<file path="config.mk">
export PLATFORM = sky130hd
export DESIGN_NAME = jpeg_segment_stuffing_codec_flat
export DESIGN_NICKNAME = d
export VERILOG_FILES = /design/src/sv/jssc_pkg.sv /design/src/sv/jssc_in_if.sv /design/src/sv/jssc_out_if.sv /design/src/sv/jssc_cfg_if.sv /design/src/sv/jpeg_segment_stuffing_codec.sv /design/src/sv/jssc_front.sv /design/src/sv/jssc_queue.sv /design/src/sv/jssc_back.sv /design/src/flat_wrapper.sv
export SDC_FILE = /design/constraint.sdc
export NUM_CORES = 1
export LEC_CHECK = 0
export BUFFER_PORTS_ARGS = -buffer_cell sky130_fd_sc_hd__buf_2
export CAP_MARGIN = 30
export CORE_MARGIN = 2
export CORE_UTILIZATION = 46
export DETAILED_ROUTE_END_ITERATION = 12
export PLACE_DENSITY = 0.74
export RECOVER_POWER = 25
export SETUP_SLACK_MARGIN = 0.02
export SYNTH_ARGS = -nofsm -noshare
export SYNTH_HDL_FRONTEND = slang
export SYNTH_SLANG_ARGS = --single-unit
</file>
<file path="constraint.sdc">
create_clock -name clk -period 19.5 [get_ports clk]
set_input_delay 1.95 -clock clk [delete_from_list [all_inputs] [get_ports clk]]
set_output_delay 1.95 -clock clk [all_outputs]
set_load 0.02 [all_outputs]
</file>
<file path="src/sv/jssc_pkg.sv">
package jssc_pkg;

  localparam int HEADER_SKIP_DEFAULT = 10;
  localparam int QUEUE_DEPTH_DEFAULT = 4;

  localparam logic [15:0] SOS_MARKER = 16'hFFDA;
  localparam logic [7:0]  BYTE_FF    = 8'hFF;
  localparam logic [7:0]  BYTE_EOI   = 8'hD9;
  localparam logic [7:0]  BYTE_ZERO  = 8'h00;
  localparam logic [15:0] COUNT_MAX  = 16'hFFFF;

  localparam logic        DIRECTION_RESET = 1'b0;
  localparam logic [15:0] MARKER_RESET    = 16'hFFDA;
  localparam logic [15:0] LENGTH_RESET    = 16'd2;
  localparam logic [15:0] SLICE_RESET     = 16'd0;

  localparam int REG_INDEX_W = 2;
  localparam logic [REG_INDEX_W-1:0] REG_DIRECTION = 2'd0;
  localparam logic [REG_INDEX_W-1:0] REG_MARKER    = 2'd1;
  localparam logic [REG_INDEX_W-1:0] REG_LENGTH    = 2'd2;
  localparam logic [REG_INDEX_W-1:0] REG_SLICE     = 2'd3;

  localparam logic DIR_WRITE  = 1'b0;
  localparam logic DIR_REMOVE = 1'b1;

  localparam logic [1:0] STATUS_OK     = 2'd0;
  localparam logic [1:0] STATUS_SHORT  = 2'd1;
  localparam logic [1:0] STATUS_LENGTH = 2'd2;

  localparam int SLOT_COUNT = 8;
  localparam logic [SLOT_COUNT-1:0] SLOT_HDR0  = 8'b0000_0001;
  localparam logic [SLOT_COUNT-1:0] SLOT_HDR1  = 8'b0000_0010;
  localparam logic [SLOT_COUNT-1:0] SLOT_HDR2  = 8'b0000_0100;
  localparam logic [SLOT_COUNT-1:0] SLOT_HDR3  = 8'b0000_1000;
  localparam logic [SLOT_COUNT-1:0] SLOT_DATA  = 8'b0001_0000;
  localparam logic [SLOT_COUNT-1:0] SLOT_STUFF = 8'b0010_0000;
  localparam logic [SLOT_COUNT-1:0] SLOT_EOI0  = 8'b0100_0000;
  localparam logic [SLOT_COUNT-1:0] SLOT_EOI1  = 8'b1000_0000;

  typedef struct packed {
    logic [SLOT_COUNT-1:0] slots;
    logic                  data_vld;
    logic [7:0]            data;
    logic [15:0]           marker;
    logic [15:0]           word;
    logic                  last;
    logic [15:0]           stuff_count;
    logic [1:0]            status;
  } cmd_t;

endpackage

</file>
<file path="src/sv/jssc_in_if.sv">
interface jssc_in_if;
  logic       valid;
  logic       ready;
  logic [7:0] data_byte;
  logic       last_byte;

  modport source (output valid, output data_byte, output last_byte, input ready);
  modport sink (input valid, input data_byte, input last_byte, output ready);
endinterface

</file>
<file path="src/sv/jssc_out_if.sv">
interface jssc_out_if;
  logic        valid;
  logic        ready;
  logic        out_valid;
  logic [7:0]  out_byte;
  logic        out_last;
  logic [15:0] stuff_count;
  logic [1:0]  status;

  modport source (output valid, output out_valid, output out_byte, output out_last,
                  output stuff_count, output status, input ready);
  modport sink (input valid, input out_valid, input out_byte, input out_last,
                input stuff_count, input status, output ready);
endinterface

</file>
<file path="src/sv/jssc_cfg_if.sv">
interface jssc_cfg_if;
  logic        valid;
  logic        ready;
  logic [1:0]  index;
  logic [15:0] data;

  modport source (output valid, output index, output data, input ready);
  modport sink (input valid, input index, input data, output ready);
endinterface

</file>
<file path="src/sv/jpeg_segment_stuffing_codec.sv">
// JPEG segment codec with marker byte stuffing.
// ingress: one data byte of a segment per transaction, last_byte on the final one.
// egress: one stream byte per transaction; out_valid low marks a bare end mark,
//   out_last flags the final result of a segment with stuff_count and status.
// cfg: register writes (0 direction, 1 marker_code, 2 segment_length,
//   3 slice_word); always ready, write only while the block is idle.
// Write mode opens a segment with marker and length (or slice) word, stuffs
// 0x00 after 0xFF past the header in start-of-scan and appends FF D9.
// Remove mode drops stuff bytes and checks the byte count against the length.
// The front classifies a byte in its accept cycle and queues at most one
// command, none for a dropped stuff byte that is not last; the back emits one
// result per cycle from the command while egress is ready, 1 to 7 per command.
// Ingress stays ready until the command queue fills.
// Reset clears segment state, the queue and the output valid flag, and loads
// register defaults. When egress stalls the output register holds and the
// queue absorbs up to QUEUE_DEPTH commands before ingress ready drops.
module jpeg_segment_stuffing_codec
  import jssc_pkg::*;
#(
  parameter int HEADER_SKIP = HEADER_SKIP_DEFAULT,
  parameter int QUEUE_DEPTH = QUEUE_DEPTH_DEFAULT
) (
  input  logic clk,
  input  logic rst,
  jssc_cfg_if.sink   cfg,
  jssc_in_if.sink    ingress,
  jssc_out_if.source egress
);

  logic push;
  cmd_t push_cmd;
  logic full;
  logic pop;
  logic nonempty;
  cmd_t head;

  jssc_front #(
    .HEADER_SKIP(HEADER_SKIP)
  ) u_front (
    .clk     (clk),
    .rst     (rst),
    .cfg     (cfg),
    .ingress (ingress),
    .full    (full),
    .push    (push),
    .cmd     (push_cmd)
  );

  jssc_queue #(
    .DEPTH(QUEUE_DEPTH)
  ) u_queue (
    .clk      (clk),
    .rst      (rst),
    .push     (push),
    .push_cmd (push_cmd),
    .full     (full),
    .pop      (pop),
    .nonempty (nonempty),
    .head     (head)
  );

  jssc_back u_back (
    .clk      (clk),
    .rst      (rst),
    .nonempty (nonempty),
    .head     (head),
    .pop      (pop),
    .egress   (egress)
  );

endmodule

</file>
<file path="src/sv/jssc_front.sv">
module jssc_front
  import jssc_pkg::*;
#(
  parameter int HEADER_SKIP = HEADER_SKIP_DEFAULT
) (
  input  logic   clk,
  input  logic   rst,
  jssc_cfg_if.sink cfg,
  jssc_in_if.sink  ingress,
  input  logic   full,
  output logic   push,
  output cmd_t   cmd
);

  localparam logic [15:0] SKIP = 16'(HEADER_SKIP);

  logic        direction;
  logic [15:0] marker_code;
  logic [15:0] segment_length;
  logic [15:0] slice_word;

  logic [15:0] byte_count;
  logic        prev_was_ff;
  logic [15:0] stuffed_total;
  logic        header_sent;

  logic [15:0] byte_count_next;
  logic        prev_was_ff_next;
  logic [15:0] stuffed_total_next;
  logic        header_sent_next;

  logic        accept;
  logic        sos;
  logic        is_ff;
  logic        at_body;
  logic        do_stuff;
  logic        do_drop;
  logic        do_eoi;
  logic        do_hdr;
  logic [1:0]  status;

  assign cfg.ready     = 1'b1;
  assign ingress.ready = !full;
  assign accept        = ingress.valid && !full;

  assign sos     = (marker_code == SOS_MARKER);
  assign is_ff   = (ingress.data_byte == BYTE_FF);
  assign at_body = (byte_count >= SKIP);

  always_comb begin
    byte_count_next    = (byte_count == COUNT_MAX) ? byte_count : byte_count + 16'd1;
    prev_was_ff_next   = prev_was_ff;
    stuffed_total_next = stuffed_total;
    header_sent_next   = header_sent;
    do_stuff           = 1'b0;
    do_drop            = 1'b0;
    do_eoi             = 1'b0;
    do_hdr             = 1'b0;
    status             = STATUS_OK;
    if (direction == DIR_WRITE) begin
      do_hdr           = !header_sent;
      header_sent_next = 1'b1;
      do_stuff         = sos && is_ff && at_body && (byte_count != 16'd0);
      do_eoi           = ingress.last_byte && sos;
      if (do_stuff && stuffed_total != COUNT_MAX) begin
        stuffed_total_next = stuffed_total + 16'd1;
      end
      if (do_eoi && byte_count_next < SKIP) begin
        status = STATUS_SHORT;
      end
    end else begin
      do_drop = prev_was_ff && (ingress.data_byte == BYTE_ZERO);
      if (do_drop) begin
        prev_was_ff_next = 1'b0;
        if (stuffed_total != COUNT_MAX) begin
          stuffed_total_next = stuffed_total + 16'd1;
        end
      end else begin
        prev_was_ff_next = is_ff && at_body;
      end
      if (segment_length < 16'd2 || byte_count_next != segment_length - 16'd2) begin
        status = STATUS_LENGTH;
      end else if (byte_count_next < SKIP) begin
        status = STATUS_SHORT;
      end
    end
  end

  always_comb begin
    cmd.slots = SLOT_DATA;
    if (do_hdr) begin
      cmd.slots = cmd.slots | SLOT_HDR0 | SLOT_HDR1 | SLOT_HDR2 | SLOT_HDR3;
    end
    if (do_stuff) begin
      cmd.slots = cmd.slots | SLOT_STUFF;
    end
    if (do_eoi) begin
      cmd.slots = cmd.slots | SLOT_EOI0 | SLOT_EOI1;
    end
    cmd.data_vld    = !do_drop;
    cmd.data        = do_drop ? BYTE_ZERO : ingress.data_byte;
    cmd.marker      = marker_code;
    cmd.word        = sos ? slice_word : segment_length;
    cmd.last        = ingress.last_byte;
    cmd.stuff_count = ingress.last_byte ? stuffed_total_next : 16'd0;
    cmd.status      = ingress.last_byte ? status : STATUS_OK;
  end

  assign push = accept && (!do_drop || ingress.last_byte);

  always_ff @(posedge clk) begin
    if (rst) begin
      direction      <= DIRECTION_RESET;
      marker_code    <= MARKER_RESET;
      segment_length <= LENGTH_RESET;
      slice_word     <= SLICE_RESET;
      byte_count     <= 16'd0;
      prev_was_ff    <= 1'b0;
      stuffed_total  <= 16'd0;
      header_sent    <= 1'b0;
    end else begin
      if (cfg.valid) begin
        case (cfg.index)
          REG_DIRECTION: direction      <= cfg.data[0];
          REG_MARKER:    marker_code    <= cfg.data;
          REG_LENGTH:    segment_length <= cfg.data;
          REG_SLICE:     slice_word     <= cfg.data;
          default: ;
        endcase
      end
      if (accept) begin
        if (ingress.last_byte) begin
          byte_count    <= 16'd0;
          prev_was_ff   <= 1'b0;
          stuffed_total <= 16'd0;
          header_sent   <= 1'b0;
        end else begin
          byte_count    <= byte_count_next;
          prev_was_ff   <= prev_was_ff_next;
          stuffed_total <= stuffed_total_next;
          header_sent   <= header_sent_next;
        end
      end
    end
  end

endmodule

</file>
<file path="src/sv/jssc_queue.sv">
module jssc_queue
  import jssc_pkg::*;
#(
  parameter int DEPTH = QUEUE_DEPTH_DEFAULT
) (
  input  logic clk,
  input  logic rst,
  input  logic push,
  input  cmd_t push_cmd,
  output logic full,
  input  logic pop,
  output logic nonempty,
  output cmd_t head
);

  localparam int PW = (DEPTH > 1) ? $clog2(DEPTH) : 1;
  localparam int CW = $clog2(DEPTH + 1);
  localparam logic [PW-1:0] LAST_PTR = PW'(DEPTH - 1);
  localparam logic [CW-1:0] FULL_COUNT = CW'(DEPTH);

  cmd_t          entries [DEPTH];
  logic [PW-1:0] wr_ptr;
  logic [PW-1:0] rd_ptr;
  logic [CW-1:0] count;
  logic          do_push;
  logic          do_pop;

  assign full     = (count == FULL_COUNT);
  assign nonempty = (count != '0);
  assign head     = entries[rd_ptr];
  assign do_push  = push && !full;
  assign do_pop   = pop && nonempty;

  always_ff @(posedge clk) begin
    if (do_push) begin
      entries[wr_ptr] <= push_cmd;
    end
  end

  always_ff @(posedge clk) begin
    if (rst) begin
      wr_ptr <= '0;
      rd_ptr <= '0;
      count  <= '0;
    end else begin
      if (do_push) begin
        wr_ptr <= (wr_ptr == LAST_PTR) ? '0 : wr_ptr + PW'(1);
      end
      if (do_pop) begin
        rd_ptr <= (rd_ptr == LAST_PTR) ? '0 : rd_ptr + PW'(1);
      end
      case ({do_push, do_pop})
        2'b10:   count <= count + CW'(1);
        2'b01:   count <= count - CW'(1);
        default: count <= count;
      endcase
    end
  end

endmodule

</file>
<file path="src/sv/jssc_back.sv">
module jssc_back
  import jssc_pkg::*;
(
  input  logic clk,
  input  logic rst,
  input  logic nonempty,
  input  cmd_t head,
  output logic pop,
  jssc_out_if.source egress
);

  cmd_t                  cur;
  logic [SLOT_COUNT-1:0] slots;
  logic [SLOT_COUNT-1:0] slots_next;
  logic [SLOT_COUNT-1:0] lowest;
  logic [SLOT_COUNT-1:0] rest;
  logic                  advance;
  logic                  emit;
  logic                  o_valid;
  logic                  o_out_valid;
  logic [7:0]            o_byte;
  logic                  o_last;
  logic [15:0]           o_stuff;
  logic [1:0]            o_status;
  logic                  sel_valid;
  logic [7:0]            sel_byte;
  logic                  sel_last;

  assign advance = !o_valid || egress.ready;
  assign lowest  = slots & (~slots + SLOT_COUNT'(1));
  assign rest    = slots & ~lowest;

  always_comb begin
    sel_valid = 1'b1;
    case (lowest)
      SLOT_HDR0:  sel_byte = cur.marker[15:8];
      SLOT_HDR1:  sel_byte = cur.marker[7:0];
      SLOT_HDR2:  sel_byte = cur.word[15:8];
      SLOT_HDR3:  sel_byte = cur.word[7:0];
      SLOT_DATA: begin
        sel_byte  = cur.data;
        sel_valid = cur.data_vld;
      end
      SLOT_STUFF: sel_byte = BYTE_ZERO;
      SLOT_EOI0:  sel_byte = BYTE_FF;
      SLOT_EOI1:  sel_byte = BYTE_EOI;
      default:    sel_byte = BYTE_ZERO;
    endcase
    sel_last = cur.last && (rest == '0);
  end

  always_comb begin
    emit       = 1'b0;
    pop        = 1'b0;
    slots_next = slots;
    if (slots != '0) begin
      if (advance) begin
        emit       = 1'b1;
        slots_next = rest;
        pop        = (rest == '0) && nonempty;
      end
    end else begin
      pop = nonempty;
    end
  end

  always_ff @(posedge clk) begin
    if (pop) begin
      cur <= head;
    end
    if (emit) begin
      o_out_valid <= sel_valid;
      o_byte      <= sel_byte;
      o_last      <= sel_last;
      o_stuff     <= sel_last ? cur.stuff_count : 16'd0;
      o_status    <= sel_last ? cur.status : STATUS_OK;
    end
  end

  always_ff @(posedge clk) begin
    if (rst) begin
      slots   <= '0;
      o_valid <= 1'b0;
    end else begin
      slots <= pop ? head.slots : slots_next;
      if (emit) begin
        o_valid <= 1'b1;
      end else if (egress.ready) begin
        o_valid <= 1'b0;
      end
    end
  end

  assign egress.valid       = o_valid;
  assign egress.out_valid   = o_out_valid;
  assign egress.out_byte    = o_byte;
  assign egress.out_last    = o_last;
  assign egress.stuff_count = o_stuff;
  assign egress.status      = o_status;

endmodule

</file>
<file path="src/flat_wrapper.sv">
// flat-port wrapper written by rule: the top's interface ports become plain ports
module jpeg_segment_stuffing_codec_flat import jssc_pkg::*;
#(
  parameter int HEADER_SKIP = HEADER_SKIP_DEFAULT,
  parameter int QUEUE_DEPTH = QUEUE_DEPTH_DEFAULT
)
  (clk, rst, cfg_valid, cfg_index, cfg_data, cfg_ready, ingress_valid, ingress_data_byte, ingress_last_byte, ingress_ready, egress_valid, egress_out_valid, egress_out_byte, egress_out_last, egress_stuff_count, egress_status, egress_ready);
  jssc_cfg_if cfg_i ();
  jssc_in_if ingress_i ();
  jssc_out_if egress_i ();
  input  logic clk;
  input  logic rst;
  input wire logic [$bits(cfg_i.valid)-1:0] cfg_valid;
  input wire logic [$bits(cfg_i.index)-1:0] cfg_index;
  input wire logic [$bits(cfg_i.data)-1:0] cfg_data;
  output wire logic [$bits(cfg_i.ready)-1:0] cfg_ready;
  input wire logic [$bits(ingress_i.valid)-1:0] ingress_valid;
  input wire logic [$bits(ingress_i.data_byte)-1:0] ingress_data_byte;
  input wire logic [$bits(ingress_i.last_byte)-1:0] ingress_last_byte;
  output wire logic [$bits(ingress_i.ready)-1:0] ingress_ready;
  output wire logic [$bits(egress_i.valid)-1:0] egress_valid;
  output wire logic [$bits(egress_i.out_valid)-1:0] egress_out_valid;
  output wire logic [$bits(egress_i.out_byte)-1:0] egress_out_byte;
  output wire logic [$bits(egress_i.out_last)-1:0] egress_out_last;
  output wire logic [$bits(egress_i.stuff_count)-1:0] egress_stuff_count;
  output wire logic [$bits(egress_i.status)-1:0] egress_status;
  input wire logic [$bits(egress_i.ready)-1:0] egress_ready;
  assign cfg_i.valid = cfg_valid;
  assign cfg_i.index = cfg_index;
  assign cfg_i.data = cfg_data;
  assign cfg_ready = cfg_i.ready;
  assign ingress_i.valid = ingress_valid;
  assign ingress_i.data_byte = ingress_data_byte;
  assign ingress_i.last_byte = ingress_last_byte;
  assign ingress_ready = ingress_i.ready;
  assign egress_valid = egress_i.valid;
  assign egress_out_valid = egress_i.out_valid;
  assign egress_out_byte = egress_i.out_byte;
  assign egress_out_last = egress_i.out_last;
  assign egress_stuff_count = egress_i.stuff_count;
  assign egress_status = egress_i.status;
  assign egress_i.ready = egress_ready;
  jpeg_segment_stuffing_codec #(.HEADER_SKIP(HEADER_SKIP), .QUEUE_DEPTH(QUEUE_DEPTH)) u_core (.clk(clk), .rst(rst), .cfg(cfg_i), .ingress(ingress_i), .egress(egress_i));
endmodule
</file>
Yosys cells after proc, flatten, opt, wreduce, memory -nomap -nowiden
Memories as Yosys holds them, arrays and structs flattened. A register that Yosys moved wholly into a read port is not among the register bits.
Cells that the tools add are included.
- add/subtract/negate cells: 8
- magnitude comparators: 3
- equality and inequality tests: 21
- muxes and demuxes: 44
- bitwise gates (word level): 4
- reduce and logical (&&, ||, !) cells: 39
- operators by type and width (kind ; number):
    16-bit two-way mux ; 9
    8-bit one-hot mux with 7 select lines ; 1
    8-bit two-way mux ; 5
    16-bit by 1-bit adder with 16-bit output (second input constant) ; 2
    16-bit == test (second input constant) ; 2
    1-bit two-way mux ; 19
    8-bit bitwise AND ; 2
    8-bit == test (second input constant) ; 2
    16-bit by 4-bit >= comparator with 1-bit output (second input constant) ; 1
    8-bit logical NOT ; 2
    16-bit by 2-bit less-than comparator with 1-bit output (second input constant) ; 1
    16-bit by 4-bit less-than comparator with 1-bit output (second input constant) ; 1
    16-bit inequality test ; 1
    16-bit inequality test (second input constant) ; 1
    8-bit inverter ; 2
    16-bit nonzero test ; 1
    16-bit by 2-bit subtractor with 16-bit output (second input constant) ; 1
    1-bit logical AND ; 14
    2-bit two-way mux ; 7
    2-bit AND reduction ; 7
    2-bit == test (second input constant) ; 5
    2-bit nonzero test ; 5
    8-bit by 1-bit adder with 8-bit output (second input constant) ; 1
    8-bit by 1-bit == test with 1-bit output (second input constant) ; 1
    19 further kinds ; 26
- bits in registers: 187
- RAM bits: 272
- input port bits: 32
- output and inout bits: 31
- word-level logic and storage cells: 145
- memories: 1
- memories (name ; depth ; width ; read ports ; clocked after Yosys merged registers in ; write ports ; RTL line ; RTL):
    u_core.u_queue.entries ; 4 ; 68 ; 1 ; 1 ; 1 ; jssc_queue.sv:21 ; cmd_t entries [DEPTH];

Depth between registers and ports, before layout
- depth in word-level cells: 12
- mapped depth: 12
- mapped depth without buffers: 11

Modules after synthesis
Synthesis repeated with hierarchy kept, for this count alone.
- cell total of the unflattened synthesis: 1386
- area, all modules: 19332.3 µm²
- by module, submodules not included (module ; times used ; cells an instance ; area an instance (µm²) ; seq. area each (µm²)):
    jssc_queue ; 1 ; 410 ; 10323.7 ; 8348.0
    jssc_front ; 1 ; 723 ; 5218.8 ; 1661.6
    jssc_back ; 1 ; 253 ; 3789.9 ; 2822.7

Worst setup path after synthesis
No wires, ideal clock.
- path kind: input port to flip-flop
- start point: in egress_ready
- end point: reg u_core.u_back.cur[0] (netlist name) (enable)
- setup time: 561 ps
- data arrival time: 6503 ps
- required time: 18939 ps
- slack: 12436 ps
- stages on the path: 3
- path buffers: 0
- cell sequence: nand2b_1 > nand3_1 > o21ai_0
- word-level cells in the longest chain between the ends: 3
- ends and longest elaborated chain (what ; RTL line ; RTL):
    start: declaration ; flat_wrapper.sv:27 ; input wire logic [$bits(egress_i.ready)-1:0] egress_ready;
    1-bit logical OR ; jssc_back.sv:29 ; assign advance = !o_valid || egress.ready;
    1-bit two-way mux ; jssc_back.sv:57 ; if (advance) begin
    1-bit two-way mux ; jssc_back.sv:56 ; if (slots != '0) begin
    end signal: assignment ; jssc_back.sv:69 ; cur <= head;
    end: declaration ; jssc_back.sv:12 ; cmd_t cur;
No other way between the ends.
A chain may end at the register's enable or synchronous reset.

Worst setup path in the final report
- start point: in ingress_last_byte
- end point: mem u_core.u_queue.entries[3][63] (netlist name) (enable)
- word-level cells in the longest chain between the ends: 5
- ends and longest elaborated chain (what ; RTL line ; RTL):
    start: declaration ; flat_wrapper.sv:19 ; input wire logic [$bits(ingress_i.last_byte)-1:0] ingress_last_byte;
    1-bit logical OR ; jssc_front.sv:109 ; assign push = accept && (!do_drop || ingress.last_byte);
    1-bit logical AND ; jssc_front.sv:109 ;
    1-bit logical AND ; jssc_queue.sv:31 ; assign do_push = push && !full;
    1-bit two-way mux ; jssc_queue.sv:35 ; if (do_push) begin
    1-bit two-way mux (not written as such) ; jssc_queue.sv:36 ; entries[wr_ptr] <= push_cmd;
    end: declaration ; jssc_queue.sv:21 ;
No other way between the ends.

==> impl_table.tex <==
\begin{tabular}{lr}
\hline
Metric & Value \\
\hline
\multicolumn{2}{l}{\textbf{CTS}} \\
\quad Worst skew pair latency & 0.54 ns \\
\quad \# clock sinks & about 440 \\
\quad Clock tree from TritonCTS & yes \\
\quad Post-CTS Setup Inserts & 0 \\
\quad Clock-pin slew of the registers on the worst-case setup and hold paths & 0.06 ns \\
\quad Cell at the root of the clock tree & sky130\_fd\_sc\_hd\_\_clkbuf\_16 \\
\quad Buffers from clock root to sink, at most & 3 \\
\quad Hold Buf Count CTS & 0 \\
\quad Post-CTS resize count & 0 \\
\quad Number of buffers inserted during clock tree synthesis & 42 \\
\quad H-tree depth & 2 \\
\multicolumn{2}{l}{\textbf{Status}} \\
\quad Status & complete, but fails checks \\
\quad Violations in the final reports & max-capacitance violations, max-slew violations \\
\multicolumn{2}{l}{\textbf{Timing}} \\
\quad Setup Total Neg Slack & 0 ns \\
\quad F\_max & 176 MHz \\
\quad Transition time of the tightest slew-check pin & 3.87 ns \\
\quad Worst rel slew slack & -158\% \\
\quad Setup repair after global routing missed its margin & no \\
\quad Setup violators final & 0 \\
\quad Number of hold violations in the final report & 0 \\
\quad Clock Skews & 0.0185 ns \\
\quad Final worst path period need & approximately 5.7 ns \\
\quad Period utilisation layout & 29.1\% \\
\quad Max Transition Viols Final & 64 \\
\multicolumn{2}{l}{\textbf{Floorplan}} \\
\quad Height of the chip & 202 um \\
\quad Die Outline Area & 0.0410 mm\^{}2 \\
\quad Effective utilization at floorplan & 46.8\% \\
\quad Row cnt & 72 \\
\quad Top Ports & 63 \\
\quad Placeable core region & 0.0387 mm\^{}2 \\
\quad Die X-Extent & approximately 200 um \\
\multicolumn{2}{l}{\textbf{Layout}} \\
\quad Diode count & 0 \\
\quad Commonest non-fill, non-tap cell in the layout & sky130\_fd\_sc\_hd\_\_edfxtp\_1 \\
\quad Fraction of the core area covered by cells at the end of the flow & approximately half \\
\quad Layout overhead on the synthesized area & 11.1\% \\
\quad Fraction of layout cells with a size suffix above 1 & 16.6\% \\
\quad Most frequent cells in the layout & 340 x sky130\_fd\_sc\_hd\_\_edfxtp\_1, 147 x sky130\_fd\_sc\_hd\_\_nand2\_1, 100 x sky130\_fd\_sc\_hd\_\_dfxtp\_1 \\
\quad Final-stage net count & 1,359 \\
\multicolumn{2}{l}{\textbf{Logic synthesis}} \\
\quad Most used flip-flop cell after synthesis & sky130\_fd\_sc\_hd\_\_edfxtp\_1 \\
\quad Largest area contributor in the synthesized netlist & sky130\_fd\_sc\_hd\_\_edfxtp\_1 \\
\quad Top-area cell type share of the netlist area & 56.4\% \\
\quad Post-Syn Nets & 1,322 \\
\quad FFs w/ async S/R, synth & 0\% \\
\quad Cell area after synthesis & 0.0181 mm\^{}2 \\
\quad Fraction of synthesized cell area in xor and xnor cells & approximately 2.2\% \\
\quad Synth warn & 0 \\
\quad Post-synthesis mux area share & 9.48\% \\
\quad Synthesized area per cell & approximately 14 um\^{}2 \\
\quad Proportion of synthesized chip area in sequential cells & 67.5\% \\
\quad Number of synthesized flops with an enable pin & 340 \\
\quad Synth area leaders & sky130\_fd\_sc\_hd\_\_edfxtp\_1 56\%, sky130\_fd\_sc\_hd\_\_dfxtp\_1 11\%, sky130\_fd\_sc\_hd\_\_mux4\_2 7.8\% \\
\quad Dominant combinational cell family by area after synthesis & simple AND/OR/NAND/NOR gates \\
\quad Adder-cell share of the synthesized area & 0.988\% \\
\quad Simple logic cell fraction of the synthesized area & 11.5\% \\
\quad Distinct cells, synth & 82 \\
\quad Compound-Gate Fraction of Synth Area & 5.99\% \\
\quad Mapped Cells & 1,278 \\
\quad Yosys reg bits & approximately 440 \\
\multicolumn{2}{l}{\textbf{Placement}} \\
\quad HPWL reported at the end of detailed placement & approximately 25 mm \\
\quad Number of port buffers & just over 60 \\
\quad Routability cong. & around 0.87 \\
\multicolumn{2}{l}{\textbf{Routing}} \\
\quad Total wire length & about 38 mm \\
\quad Via-to-Cell Ratio & 5.77 \\
\quad Count of TritonRoute iterations in the first routing pass & 9 \\
\quad Post-route ant nets & 0 \\
\quad Vias & about 11k \\
\quad Final routed DRC violation total & 0 \\
\quad Routed len/inst & 20.5 um \\
\quad Starting DRC count in detailed routing & 1,112 \\
\multicolumn{2}{l}{\textbf{Global routing}} \\
\quad Number of antenna violations at the first check in global routing & 0 \\
\quad Number of global-route vias before repair & 10.4k \\
\quad Largest net degree at the start of global routing & 75 \\
\quad GR Util All Layers & 18.8\% \\
\quad Wire length of the first global-routing pass & 60.1 mm \\
\quad Overall overflow remaining after global route & 0 \\
\multicolumn{2}{l}{\textbf{Worst setup path}} \\
\quad Type of element launching the critical path & input pin \\
\quad Critical Path RT & 19.67 ns \\
\quad Cell chain of the critical path & clkbuf\_1, clkinv\_1, a21oi\_1, and2\_2, buf\_4 \\
\quad Start-to-end type of the worst setup path & input pin to flip-flop \\
\quad Type of destination of the critical path & flip-flop \\
\quad Critical path peak fanout & 33 \\
\quad Worst path buffer plus inverter count & 3 \\
\quad Family with the most delay on the worst path & buffers and inverters \\
\quad Largest incremental delay on the critical path & 0.98 ns \\
\quad Cell type of the slowest stage on the worst timing path & sky130\_fd\_sc\_hd\_\_clkinv\_1 \\
\quad Worst Path Arrival & around 5.9 ns \\
\multicolumn{2}{l}{\textbf{Power and ir drop}} \\
\quad IR drop worst, VDD & 0.0987 mV \\
\quad Standby leakage power & 6.74 nW \\
\quad PwrDens & between 100 and 150 mW/mm\^{}2 \\
\multicolumn{2}{l}{\textbf{Worst hold path}} \\
\quad Worst hold path class & flip-flop to flip-flop \\
\multicolumn{2}{l}{\textbf{Job}} \\
\quad Number of max-capacitance violations reported & 1 \\
\hline
\end{tabular}
## synthesized netlist by cell type (all sizes together) (11+ instances only)
cell and n:
edfxtp 340, nand2 148, dfxtp 101, nor2 79
a21oi 78, clkbuf 63, mux4 63, nand3 39
o21ai 38, and2 29, xnor2 29, nor3 22
nand4 21, inv 20, buf 18, mux2 17
nor4 17, a22oi 16, xor2 13, a31oi 11
ha 11
## sequential cells by signal, indices dropped and copies added, names as in the netlist, 16 cells and up, named ones only
register,cells
u_core.u_back.egress.stuff_count,16
u_core.u_front.segment_length,16
u_core.u_back.cur,60
u_core.u_front.marker_code,16
u_core.u_front.byte_count,16
u_core.u_front.stuffed_total,16
u_core.u_queue.entries,252
u_core.u_front.slice_word,16
## worst paths after layout
path | start | endpoint | slack, ns | cells after the start
min | u_core.u_front.slice_word[10] | u_core.u_front.slice_word[10] | 0.45 | 2
min reg2reg | u_core.u_front.slice_word[10] | u_core.u_front.slice_word[10] | 0.45 | 2
max reg2reg | flip-flop | u_core.u_back.slots[5] | 15.35 | 4
max | ingress_last_byte | u_core.u_queue.entries[3][63] | 13.82 | 5
## worst register-to-register path, delay by kind of cell (launching register included)
kind	cells	cell delay, ns
flops	1	0.30
mux	1	0.85
simple gates	1	0.11
compound gates	1	0.13
buf+inv	1	2.69
## report_power, final
part / internal [mW] / switching, mW
logic: 0.218 / 0.335
clock network: 0.428 / 0.336
registers: 1.24 / 0.0722
total: 1.89 / 0.744
## metrics by stage
step           power, mW  setup WS, ns  hold WS (ns)  cells  area, um^2
2_1_floorplan       1.71         12.44         0.434   1278       18100
3_3_place_gp        1.85         14.16         0.441   1788       18900
3_5_place_dp        1.87         14.05         0.446   1789       18900
4_1_cts             2.64         14.61         0.455   1865       20200
5_1_grt             2.74         13.57         0.471   1865       20100
6_report            2.63         13.82         0.452   1865       20100
## cell families after synthesis
family                   after synthesis
other                                  1
buffers and inverters                102
XOR/XNOR                              43
adder cells (fa/ha/maj)               14
multiplexers                          90
AO/OA/AOI/OAI                        177
flip-flops                           441
AND/OR/NAND/NOR                      410
## layout make-up
| class | instances | area (um^2) |
|---|---|---|
| inverters | 21 | 78.8 |
| fillers | 3114 | 18600 |
| repair buffers | 74 | 388 |
| clock buffers | 51 | 1090 |
| flip-flops and latches | 441 | 12200 |
| multi-input cells | 735 | 5490 |
| clock inverters | 25 | 190 |
| well taps | 518 | 648 |
## per-layer routing
layer | track usage (%) | vias to the layer above | share of wire, %
li1 | - | 4906 | -
met2 | 31.2 | 407 | 49
met3 | 2.84 | 52 | 7.1
met5 | 0 | - | 0
met4 | 4.72 | 0 | 1.7
met1 | 26.2 | 5396 | 42
Power figures use the tool's default switching activity.
